[config.mk]
export PLATFORM = sky130hd
export DESIGN_NAME = sorted_priority_queue
export DESIGN_NICKNAME = d
export VERILOG_FILES = /design/src/spq_pkg.sv /design/src/sorted_priority_queue.sv /design/src/spq_ctrl.sv /design/src/spq_dpath.sv
export SDC_FILE = /design/constraint.sdc
export NUM_CORES = 2
export LEC_CHECK = 0
export ABC_AREA = 1
export BUFFER_PORTS_ARGS = -buffer_cell sky130_fd_sc_hd__buf_2
export CAP_MARGIN = 20
export CORE_MARGIN = 1.5
export CORE_UTILIZATION = 58
export DETAILED_ROUTE_END_ITERATION = 10
export MAX_ROUTING_LAYER = met4
export PLACE_DENSITY = 0.8
export SLEW_MARGIN = 20
export SYNTH_ARGS = -nofsm -noshare
export SYNTH_HDL_FRONTEND = slang
export SYNTH_HIERARCHICAL = 1
export SYNTH_SLANG_ARGS = --single-unit
[constraint.sdc]
create_clock -name clk_i -period 9.6 [get_ports clk_i]
set_input_delay 0 -clock clk_i [delete_from_list [all_inputs] [get_ports clk_i]]
set_output_delay 0 -clock clk_i [all_outputs]
set_load 0.05 [all_outputs]
[src/spq_pkg.sv]
// Shared definitions for the sorted priority queue: capacity, widths,
// operation and status codes, controller state and command types.
// No dependencies.
package spq_pkg;

  localparam int unsigned DEPTH  = 16;
  localparam int unsigned CNT_W  = $clog2(DEPTH + 1);
  localparam int unsigned WORD_W = 32;
  localparam int unsigned OCC_W  = 5;

  localparam logic [1:0] OP_ENQ  = 2'd0;
  localparam logic [1:0] OP_DEQ  = 2'd1;
  localparam logic [1:0] OP_PEEK = 2'd2;

  localparam logic [1:0] ST_OK    = 2'd0;
  localparam logic [1:0] ST_EMPTY = 2'd1;
  localparam logic [1:0] ST_FULL  = 2'd2;

  typedef enum logic [0:0] {
    S_IDLE = 1'b0,
    S_EXEC = 1'b1
  } ctrl_state_e;

  typedef struct packed {
    logic load;  // capture the incoming item
    logic exec;  // apply the held item and load the result register
  } ctrl_cmd_t;

endpackage

[src/sorted_priority_queue.sv]
// Top level of the sorted priority queue: joins controller and datapath.
// Depends on spq_pkg, spq_ctrl and spq_dpath.
//
// Usage: each input transfer carries one operation (enqueue, dequeue, or
// peek; code three acts as peek) with a payload and a key. Entries are kept
// sorted by ascending signed key; equal keys leave in arrival order.
// Every input transfer yields exactly one output transfer with the head
// entry after the operation (zeros when empty), a head-valid flag, the
// status (ok, empty on dequeue or peek, full with the enqueue dropped) and
// the low five bits of the occupancy.
// The controller captures an accepted item in the item register, then in
// its execute step applies the item to the cells, shifting the whole cell
// row at once, and loads the result register with the outcome.
// The input stalls while an item is held for execution. A finished result
// sits in an output register, so the next item is taken while the
// receiver stalls; execution of that item waits until the register frees.
// Reset clears the occupancy and the controller; cell contents are left
// as they are and never read before being written. No clearing pass.
module sorted_priority_queue import spq_pkg::*; (
  input  logic                     clk_i,
  input  logic                     rst_ni,
  input  logic                     in_valid_i,
  output logic                     in_stall_o,
  input  logic [1:0]               op_i,
  input  logic signed [WORD_W-1:0] data_value_i,
  input  logic signed [WORD_W-1:0] priority_key_i,
  output logic                     out_valid_o,
  input  logic                     out_stall_i,
  output logic signed [WORD_W-1:0] front_data_o,
  output logic signed [WORD_W-1:0] front_priority_o,
  output logic                     front_valid_o,
  output logic [1:0]               status_o,
  output logic [OCC_W-1:0]         occupancy_o
);

  ctrl_cmd_t cmd;

  // sequence: capture the item, then execute once the result slot is free
  spq_ctrl u_ctrl (
    .clk_i       (clk_i),
    .rst_ni      (rst_ni),
    .in_valid_i  (in_valid_i),
    .in_stall_o  (in_stall_o),
    .out_valid_o (out_valid_o),
    .out_stall_i (out_stall_i),
    .cmd_o       (cmd)
  );

  // hold the sorted cells and the result register
  spq_dpath u_dpath (
    .clk_i            (clk_i),
    .rst_ni           (rst_ni),
    .cmd_i            (cmd),
    .op_i             (op_i),
    .data_value_i     (data_value_i),
    .priority_key_i   (priority_key_i),
    .front_data_o     (front_data_o),
    .front_priority_o (front_priority_o),
    .front_valid_o    (front_valid_o),
    .status_o         (status_o),
    .occupancy_o      (occupancy_o)
  );

  // an accepted item blocks the input until it has executed
  a_hold_after_accept: assert property (@(posedge clk_i) disable iff (!rst_ni)
    (in_valid_i && !in_stall_o) |=> (in_stall_o && !cmd.load))
    else $error("input accepted while an item is still held");

  // execution loads the result register, so valid must follow
  a_exec_valid: assert property (@(posedge clk_i) disable iff (!rst_ni)
    cmd.exec |=> out_valid_o)
    else $error("execution did not present a result");

  // a full rejection implies a nonempty head
  a_full_head: assert property (@(posedge clk_i) disable iff (!rst_ni)
    (out_valid_o && status_o == ST_FULL) |-> front_valid_o)
    else $error("full status with empty head");

  // an empty report implies no head entry
  a_empty_head: assert property (@(posedge clk_i) disable iff (!rst_ni)
    (out_valid_o && status_o == ST_EMPTY) |-> (!front_valid_o && occupancy_o == '0))
    else $error("empty status with a head entry");

endmodule

[src/spq_ctrl.sv]
// Controller of the sorted priority queue: sequences capture and execution
// of one item and owns the result-valid flag. Depends on spq_pkg.
module spq_ctrl import spq_pkg::*; (
  input  logic      clk_i,
  input  logic      rst_ni,
  input  logic      in_valid_i,
  output logic      in_stall_o,
  output logic      out_valid_o,
  input  logic      out_stall_i,
  output ctrl_cmd_t cmd_o
);

  ctrl_state_e state_q, state_d;
  logic        out_valid_q, out_valid_d;
  logic        out_free;

  always_ff @(posedge clk_i or negedge rst_ni) begin
    if (!rst_ni) begin
      state_q     <= S_IDLE;
      out_valid_q <= 1'b0;
    end else begin
      state_q     <= state_d;
      out_valid_q <= out_valid_d;
    end
  end

  always_comb begin
    state_d    = state_q;
    cmd_o      = '0;
    in_stall_o = 1'b1;
    // the result slot frees up when empty or when its transfer completes now
    out_free   = !out_valid_q || !out_stall_i;
    case (state_q)
      S_IDLE: begin
        in_stall_o = 1'b0;
        if (in_valid_i) begin
          cmd_o.load = 1'b1;
          state_d    = S_EXEC;
        end
      end
      S_EXEC: begin
        if (out_free) begin
          cmd_o.exec = 1'b1;
          state_d    = S_IDLE;
        end
      end
      default: begin
        state_d = S_IDLE;
      end
    endcase
    out_valid_d = cmd_o.exec || (out_valid_q && out_stall_i);
  end

  assign out_valid_o = out_valid_q;

endmodule

[src/spq_dpath.sv]
// Datapath of the sorted priority queue: item register, a row of sorted
// cells with occupancy count, and the result register. Depends on spq_pkg.
module spq_dpath import spq_pkg::*; (
  input  logic                     clk_i,
  input  logic                     rst_ni,
  input  ctrl_cmd_t                cmd_i,
  input  logic [1:0]               op_i,
  input  logic signed [WORD_W-1:0] data_value_i,
  input  logic signed [WORD_W-1:0] priority_key_i,
  output logic signed [WORD_W-1:0] front_data_o,
  output logic signed [WORD_W-1:0] front_priority_o,
  output logic                     front_valid_o,
  output logic [1:0]               status_o,
  output logic [OCC_W-1:0]         occupancy_o
);

  // held item
  logic [1:0]               op_q;
  logic signed [WORD_W-1:0] data_q;
  logic signed [WORD_W-1:0] key_q;

  // sorted cells, head at index 0
  logic signed [WORD_W-1:0] cdata_q [DEPTH];
  logic signed [WORD_W-1:0] cdata_d [DEPTH];
  logic signed [WORD_W-1:0] cprio_q [DEPTH];
  logic signed [WORD_W-1:0] cprio_d [DEPTH];
  logic [CNT_W-1:0]         count_q, count_d;

  // result register
  logic signed [WORD_W-1:0] fdata_q, fprio_q;
  logic                     fvalid_q;
  logic [1:0]               status_q, status_d;
  logic [OCC_W-1:0]         occ_q;

  logic             is_full, is_empty, do_enq, do_deq;
  logic [DEPTH-1:0] after;  // cell lies at or behind the insertion point
  logic [DEPTH-1:0] first;  // cell is the insertion point

  assign is_full  = (count_q == CNT_W'(DEPTH));
  assign is_empty = (count_q == '0);
  assign do_enq   = cmd_i.exec && (op_q == OP_ENQ) && !is_full;
  assign do_deq   = cmd_i.exec && (op_q == OP_DEQ) && !is_empty;

  for (genvar i = 0; i < DEPTH; i++) begin : g_cell
    assign after[i] = (CNT_W'(i) >= count_q) || (cprio_q[i] > key_q);
    if (i == 0) begin : g_head
      assign first[i] = after[i];
    end else begin : g_body
      assign first[i] = after[i] && !after[i-1];
    end
  end

  always_comb begin
    for (int i = 0; i < DEPTH; i++) begin
      cdata_d[i] = cdata_q[i];
      cprio_d[i] = cprio_q[i];
      if (do_enq) begin
        if (first[i]) begin
          cdata_d[i] = data_q;
          cprio_d[i] = key_q;
        end else if (after[i] && i > 0) begin
          cdata_d[i] = cdata_q[(i > 0) ? i - 1 : 0];
          cprio_d[i] = cprio_q[(i > 0) ? i - 1 : 0];
        end
      end else if (do_deq && i < DEPTH - 1) begin
        cdata_d[i] = cdata_q[(i < DEPTH - 1) ? i + 1 : i];
        cprio_d[i] = cprio_q[(i < DEPTH - 1) ? i + 1 : i];
      end
    end
  end

  always_comb begin
    count_d = count_q;
    if (do_enq) begin
      count_d = count_q + CNT_W'(1);
    end else if (do_deq) begin
      count_d = count_q - CNT_W'(1);
    end
    case (op_q)
      OP_ENQ:  status_d = is_full ? ST_FULL : ST_OK;
      default: status_d = is_empty ? ST_EMPTY : ST_OK;
    endcase
  end

  always_ff @(posedge clk_i or negedge rst_ni) begin
    if (!rst_ni) begin
      count_q <= '0;
    end else begin
      count_q <= count_d;
    end
  end

  always_ff @(posedge clk_i) begin
    if (cmd_i.load) begin
      op_q   <= op_i;
      data_q <= data_value_i;
      key_q  <= priority_key_i;
    end
    for (int i = 0; i < DEPTH; i++) begin
      cdata_q[i] <= cdata_d[i];
      cprio_q[i] <= cprio_d[i];
    end
    if (cmd_i.exec) begin
      fvalid_q <= (count_d != '0);
      fdata_q  <= (count_d != '0) ? cdata_d[0] : '0;
      fprio_q  <= (count_d != '0) ? cprio_d[0] : '0;
      status_q <= status_d;
      occ_q    <= OCC_W'(count_d);
    end
  end

  assign front_data_o     = fdata_q;
  assign front_priority_o = fprio_q;
  assign front_valid_o    = fvalid_q;
  assign status_o         = status_q;
  assign occupancy_o      = occ_q;

endmodule
### After elaboration in Yosys (flattened, before gate mapping)

Memory sizes are Yosys's and may differ from the RTL's.
Cells that the tools add are included.

| cells by class | value |
|---|---|
| add/sub/neg operators | 2 |
| $lt $le $gt $ge | 32 |
| equal/unequal tests | 2 |
| mux-type cells | 136 |
| bitwise gates (word level) | 1 |
| reduce and logical (&&, ||, !) cells | 60 |

Operators by type and width:

| kind | count |
|---|---|
| $mux W32 | 124 |
| $gt A32 B32 Y1 | 16 |
| $ge A4 B5 Y1 const A | 8 |
| $ge A3 B5 Y1 const A | 4 |
| $logic_and A1 B1 Y1 | 20 |
| $logic_not A1 Y1 | 19 |
| $logic_or A1 B1 Y1 | 18 |
| $ge A1 B5 Y1 const A | 2 |
| $ge A2 B5 Y1 const A | 2 |
| $mux W5 | 2 |
| $mux W1 | 7 |
| $add A5 B1 Y5 const B | 1 |
| $eq A5 B5 Y1 const B | 1 |
| $logic_not A5 Y1 | 1 |
| $reduce_bool A5 Y1 | 1 |
| $sub A5 B1 Y5 const B | 1 |
| $mux W2 | 2 |
| $eq A2 B1 Y1 const B | 1 |
| $logic_not A2 Y1 | 1 |
| $pmux W1 S2 | 1 |
| $not A1 Y1 | 1 |

| storage, ports and cells | value |
|---|---|
| flip-flop bits (word level) | 145 |
| bits in writable memories | 1024 |
| bits of input ports | 70 |
| output and inout port bits | 74 |
| word-level logic and storage cells | 246 |
| memories kept | 2 |

Memories:

| name | depth | width | read ports | clocked after memory_dff | write ports | line | RTL |
|---|---|---|---|---|---|---|---|
| u_dpath.cdata_q | 16 | 32 | 16 | 0 | 16 | spq_dpath.sv:23 | `logic signed [WORD_W-1:0] cdata_q [DEPTH];` |
| u_dpath.cprio_q | 16 | 32 | 16 | 0 | 16 | spq_dpath.sv:25 | `logic signed [WORD_W-1:0] cprio_q [DEPTH];` |

### Logic depth before layout (Yosys ltp)

| depth | value |
|---|---|
| depth in word-level cells | 9 |
| depth in mapped cells | 22 |
| gate-level depth less buffers | 21 |

### Modules after synthesis

The synthesis kept the hierarchy.

By module, submodules not included:

| module | times used | cells an instance | area each (um^2) |
|---|---|---|---|
| spq_dpath | 1 | 9847 | 75720.1 |
| spq_ctrl | 1 | 10 | 82.6 |

### Least setup slack after synthesis

No wires, ideal clock.

| timing | value |
|---|---|
| kind | reg-to-reg |
| from | reg u_ctrl/state_q (netlist name) |
| to | mem u_dpath.cdata_q[7][0] (netlist: u_dpath/cdata_q[0][224]), enable pin |
| setup time | 0.575 ns |
| arrival | 9.756 ns |
| data required time | 9.025 ns |
| setup slack | -0.730 ns |
| cell stages (with the launch flop) | 8 |
| path buffers | 3 |
| cell sequence | dfrtp_1 -> inv_1 -> a21oi_1 -> nand3_1 -> buf_2 -> clkbuf_1 -> clkbuf_1 -> o21ai_0 |

RTL lines:

| item | line |
|---|---|
| end, declared | spq_dpath.sv:23 |

==> flow_summary_export.csv <==
group,metric,value,unit
status,status,"completed",
clock_network,cts_htree_levels,4,
placement,portBuffers,143,
layout,regArea,34430,um2
logic_synthesis,synthTopCellsByArea,"edfxtp_1 (43%), nand2_1 (18%), nand3_1 (13%)",
route,dr.pass1.iters,9,
logic_synthesis,async_reset_ff_share,0.5988,%
power_and_ir_drop,ir_worst_vdd,0.1882,mV
power_and_ir_drop,p_per_area,230.4,nW/um2
layout,fin_area,83030,um2
sta,slew_headroom,23.23,%
die,rows,132,
clock_network,clkTransAtPathRegs,0.06,ns
sta,timing.final.crit_share,57.49,%
logic_synthesis,syn_nets,10440,
placement,hpwl,136.6,mm
power_and_ir_drop,clock_power_share,26.8,%
placement,place_congestion,0.9401,
die,initial_core_util,58.47,%
clock_network,root_buffer,"clkbuf_16",
clock_network,cts_resized,0,
placement,dp_cells,11220,
power_and_ir_drop,p_comb_share,36.6,%
logic_synthesis,synth_cell_types,43,
logic_synthesis,syn_area_per_cell,7.690,um2
sta,holdWs,0.05458,ns
logic_synthesis,yosys_register_bits,1169,
route,wl_per_cell,17.32,um
logic_synthesis,netlist_instances,9857,
sta,final_hold_viol_count,0,
layout,instances_no_fill,11590,
die,die-height,364.5,um
sta,final.min_clock_period,5.519,ns
global_routing,grt.total_usage,30.57,%
logic_synthesis,yosysSeqAreaShare,45.42,%
layout,drive_above_1_share,5.756,%
critical_path,r2r-start,"u_dpath/count_q[0]",
logic_synthesis,synth_edf_count,1098,
clock_network,clock_latency,0.79,ns
critical_path,endpoint_kind,"flip-flop",
logic_synthesis,synthXorXnorAreaFrac,0.05612,%
logic_synthesis,synthesis.area,75800,um2
global_routing,grt_overflow_total,0,
route,vias,66430,
layout,finalNetCount,10340,
sta,slew_viol_final,0,
power_and_ir_drop,cellLeakagePower,40.60,nW
sta,finClkSkew,0.03139,ns
logic_synthesis,synth_compound_area_share,3.408,%
sta,worst_slew_pin_slew,1.152,ns
route,final_antenna_net_count,0,
route,drc_errors,0,
placement,placed_cell_area,77240,um2
power_and_ir_drop,p_switching,7.673,mW
global_routing,grt_max_degree,251,
logic_synthesis,yosysTopAreaCell,"edfxtp_1",
critical_path,worstPathMaxFanout,216,
power_and_ir_drop,finalPower,19.13,mW
logic_synthesis,synth_warnings,6,
clock_network,numCtsBuffers,133,
global_routing,grt_pass1_vias,62270,
logic_synthesis,synth_top_family_by_area,"simple AND/OR/NAND/NOR gates",
sta,clock.fmax,181.2,MHz
sta,rsz0062_at_grt,"false",
layout,multiInputGateArea,34650,um2
route,routed_wl,200.8,mm
min_path,min_from,"priority_key_i[0]",
global_routing,grt_pass1_wl,324.7,mm
min_path,hold_class,"primary input to flip-flop",
critical_path,startpoint_type,"flip-flop",
layout,syn_to_final_growth,9.536,%
logic_synthesis,synth_top_flop_cell,"edfxtp_1",
clock_network,cts_sinks,1169,
power_and_ir_drop,internal_power,11.46,mW
logic_synthesis,synthAdderAreaFrac,8.534,%
die,dieArea,132900,um2
route,vias_per_cell,5.730,
logic_synthesis,synth_top_area_share,43.50,%
power_and_ir_drop,pwr-share-seq,36.6,%
critical_path,crit_arrival,6.16,ns
logic_synthesis,synth_mux_area_share,0,%
die,fp.dieW,364.5,um
flow_run,maxCapViolCount,0,
critical_path,crit_required,10.24,ns
clock_network,cts_tree,"done",
critical_path,setup.worst_path.start,"u_dpath/count_q[0]",
global_routing,antenna_found_initial,0,
sta,setup_viol,0,
route,dr.first_iter.drc_count,8630,
die,core,129600,um2
power_and_ir_drop,swShare,40.11,%
critical_path,worstSetupPathType,"flip-flop to flip-flop",
layout,fillers,10890,
sta,setup_tns,0,ns
die,num_io_pins,144,
clock_network,clk_path_buf_depth,3,
clock_network,post_cts_buffers,0,
logic_synthesis,synth_simple_gate_area_share,33.19,%
-- metal layers --
layer	wire, um	track usage, %	up-vias	part of all wire [%]
met5	0	-	-	0
met4	5119	9.379	0	2.5
met3	20760	4.734	353	10
met2	86070	44.62	3600	43
met1	88870	43.82	30300	44
li1	-	-	32180	-
-- sequential cells by signal, summed over array words and instances, names as in the netlist --
signal                    count
u_ctrl/out_valid_o            1
u_ctrl/state_q                1
u_dpath/status_o              2
u_dpath/data_q               32
u_dpath/front_valid_o         1
u_dpath/occupancy_o           5
u_dpath/count_q               5
u_dpath/key_q                32
u_dpath/front_data_o         32
u_dpath/cprio_q             512
u_dpath/op_q                  2
u_dpath/cdata_q             512
u_dpath/front_priority_o     32
-- what timing repair did --
item | in CTS | in global routing
hold buffers | 138 | 0
endpoints found under the setup margin | 0 | 0
hold endpoints to repair | 94 | 0
-- layout by cell type (no fill, tap or decap), types with 10 or more instances in the layout --
cell,netlist,routed
a21o_1,24,24
a21oi_1,207,201
a21oi_2,48,48
a22oi_1,64,64
buf_2,169,143
buf_4,7,100
bufinv_16,0,11
clkbuf_1,402,24
clkbuf_16,0,140
clkinv_1,0,21
clkinv_2,0,26
dfxtp_1,64,64
dlygate4sd3_1,0,138
edfxtp_1,1098,1098
ha_1,517,517
inv_1,1190,1178
inv_2,4,10
nand2_1,3611,3581
nand2_2,4,23
nand2_4,0,11
nand3_1,1925,1921
nand4_1,166,166
nor2_1,189,186
o21a_1,15,15
o21ai_0,49,38
o21ai_4,0,11
-- critical path: stages, from the launching register on --
cell     delay [ns]
dfrtp_1        0.47
inv_1          0.20
ha_1           0.30
nand3_1        0.27
nand3_4        0.74
inv_8          1.04
buf_12         0.80
buf_4          0.94
nand3_1        0.24
nand2_1        0.12
-- final cells by class --
type                       instances  share of cell area, %
inverter                        1194                  5.416
timing repair buffer             386                  3.538
sequential                      1169                  41.46
antenna                            1               0.003014
multi-input combinational       6866                  41.73
clock inverter                    65                 0.7972
tap                             1742                  2.625
clock buffer                     170                  4.427
-- kinds of logic (layout without fill, tap and decap cells) --
family / count (synthesis) / count (layout)
AOI/OAI and AO/OA: 422 / 422
xor gates and xnor gates: 4 / 4
adders and majority gates: 517 / 517
buffers and inverters: 1822 / 1815
DFF: 1169 / 1169
other: 0 / 1
and+or+nand+nor: 5923 / 5923
-- synth_stat cells (3+ instances only) --
master / count
nor3_1: 3
buf_4: 7
buf_6: 6
inv_1: 1190
edfxtp_1: 1098
dfxtp_1: 64
nor2_1: 189
clkbuf_1: 402
nor4_1: 4
o21bai_1: 7
a21o_1: 24
and3_1: 7
nand3_1: 1925
o21a_1: 15
ha_1: 517
xor2_1: 3
nand4_1: 166
a21oi_2: 48
a22oi_1: 64
dfrtp_1: 7
a21oi_1: 207
buf_2: 169
nand2_2: 4
inv_2: 4
o21ai_0: 49
buf_1: 44
nand2_1: 3611
nand3b_1: 3
-- final timing paths --
| kind | slack (ns) | depth (start not counted) | to |
|---|---|---|---|
| min in group asynchronous | 0.37 | 3 | u_dpath/count_q[3] |
| hold reg to reg | 0.51 | 2 | u_dpath/cdata_q[0][31] |
| max in group asynchronous | 8.82 | 3 | u_ctrl/state_q |
| hold / removal | 0.05 | 2 | u_dpath/key_q[0] |
| setup / recovery | 4.08 | 9 | u_dpath/cprio_q[1][65] |
| setup reg to reg | 4.08 | 9 | u_dpath/cprio_q[1][65] |
-- per-stage QoR --
step / util, % / setup slack, ns
final: 64.04 / 4.081
after global routing: 64.04 / 3.742
after CTS: 63.99 / 4.242
after detailed placement: 59.58 / 4.268
after global placement: 59.56 / 4.272
after floorplan: - / -0.7301
-- power groups by stage --
stage	registers [mW]	clock network, mW	logic [mW]
4_1_cts	6.99	5.18	6.88
3_5_place_dp	7.08	0	6.80
3_3_place_gp	7.06	0	6.59
5_1_grt	7.07	5.37	7.77
2_1_floorplan	7.29	0	4.96
6_report	7.01	5.13	7.00
(Power assumes the default switching activity.)
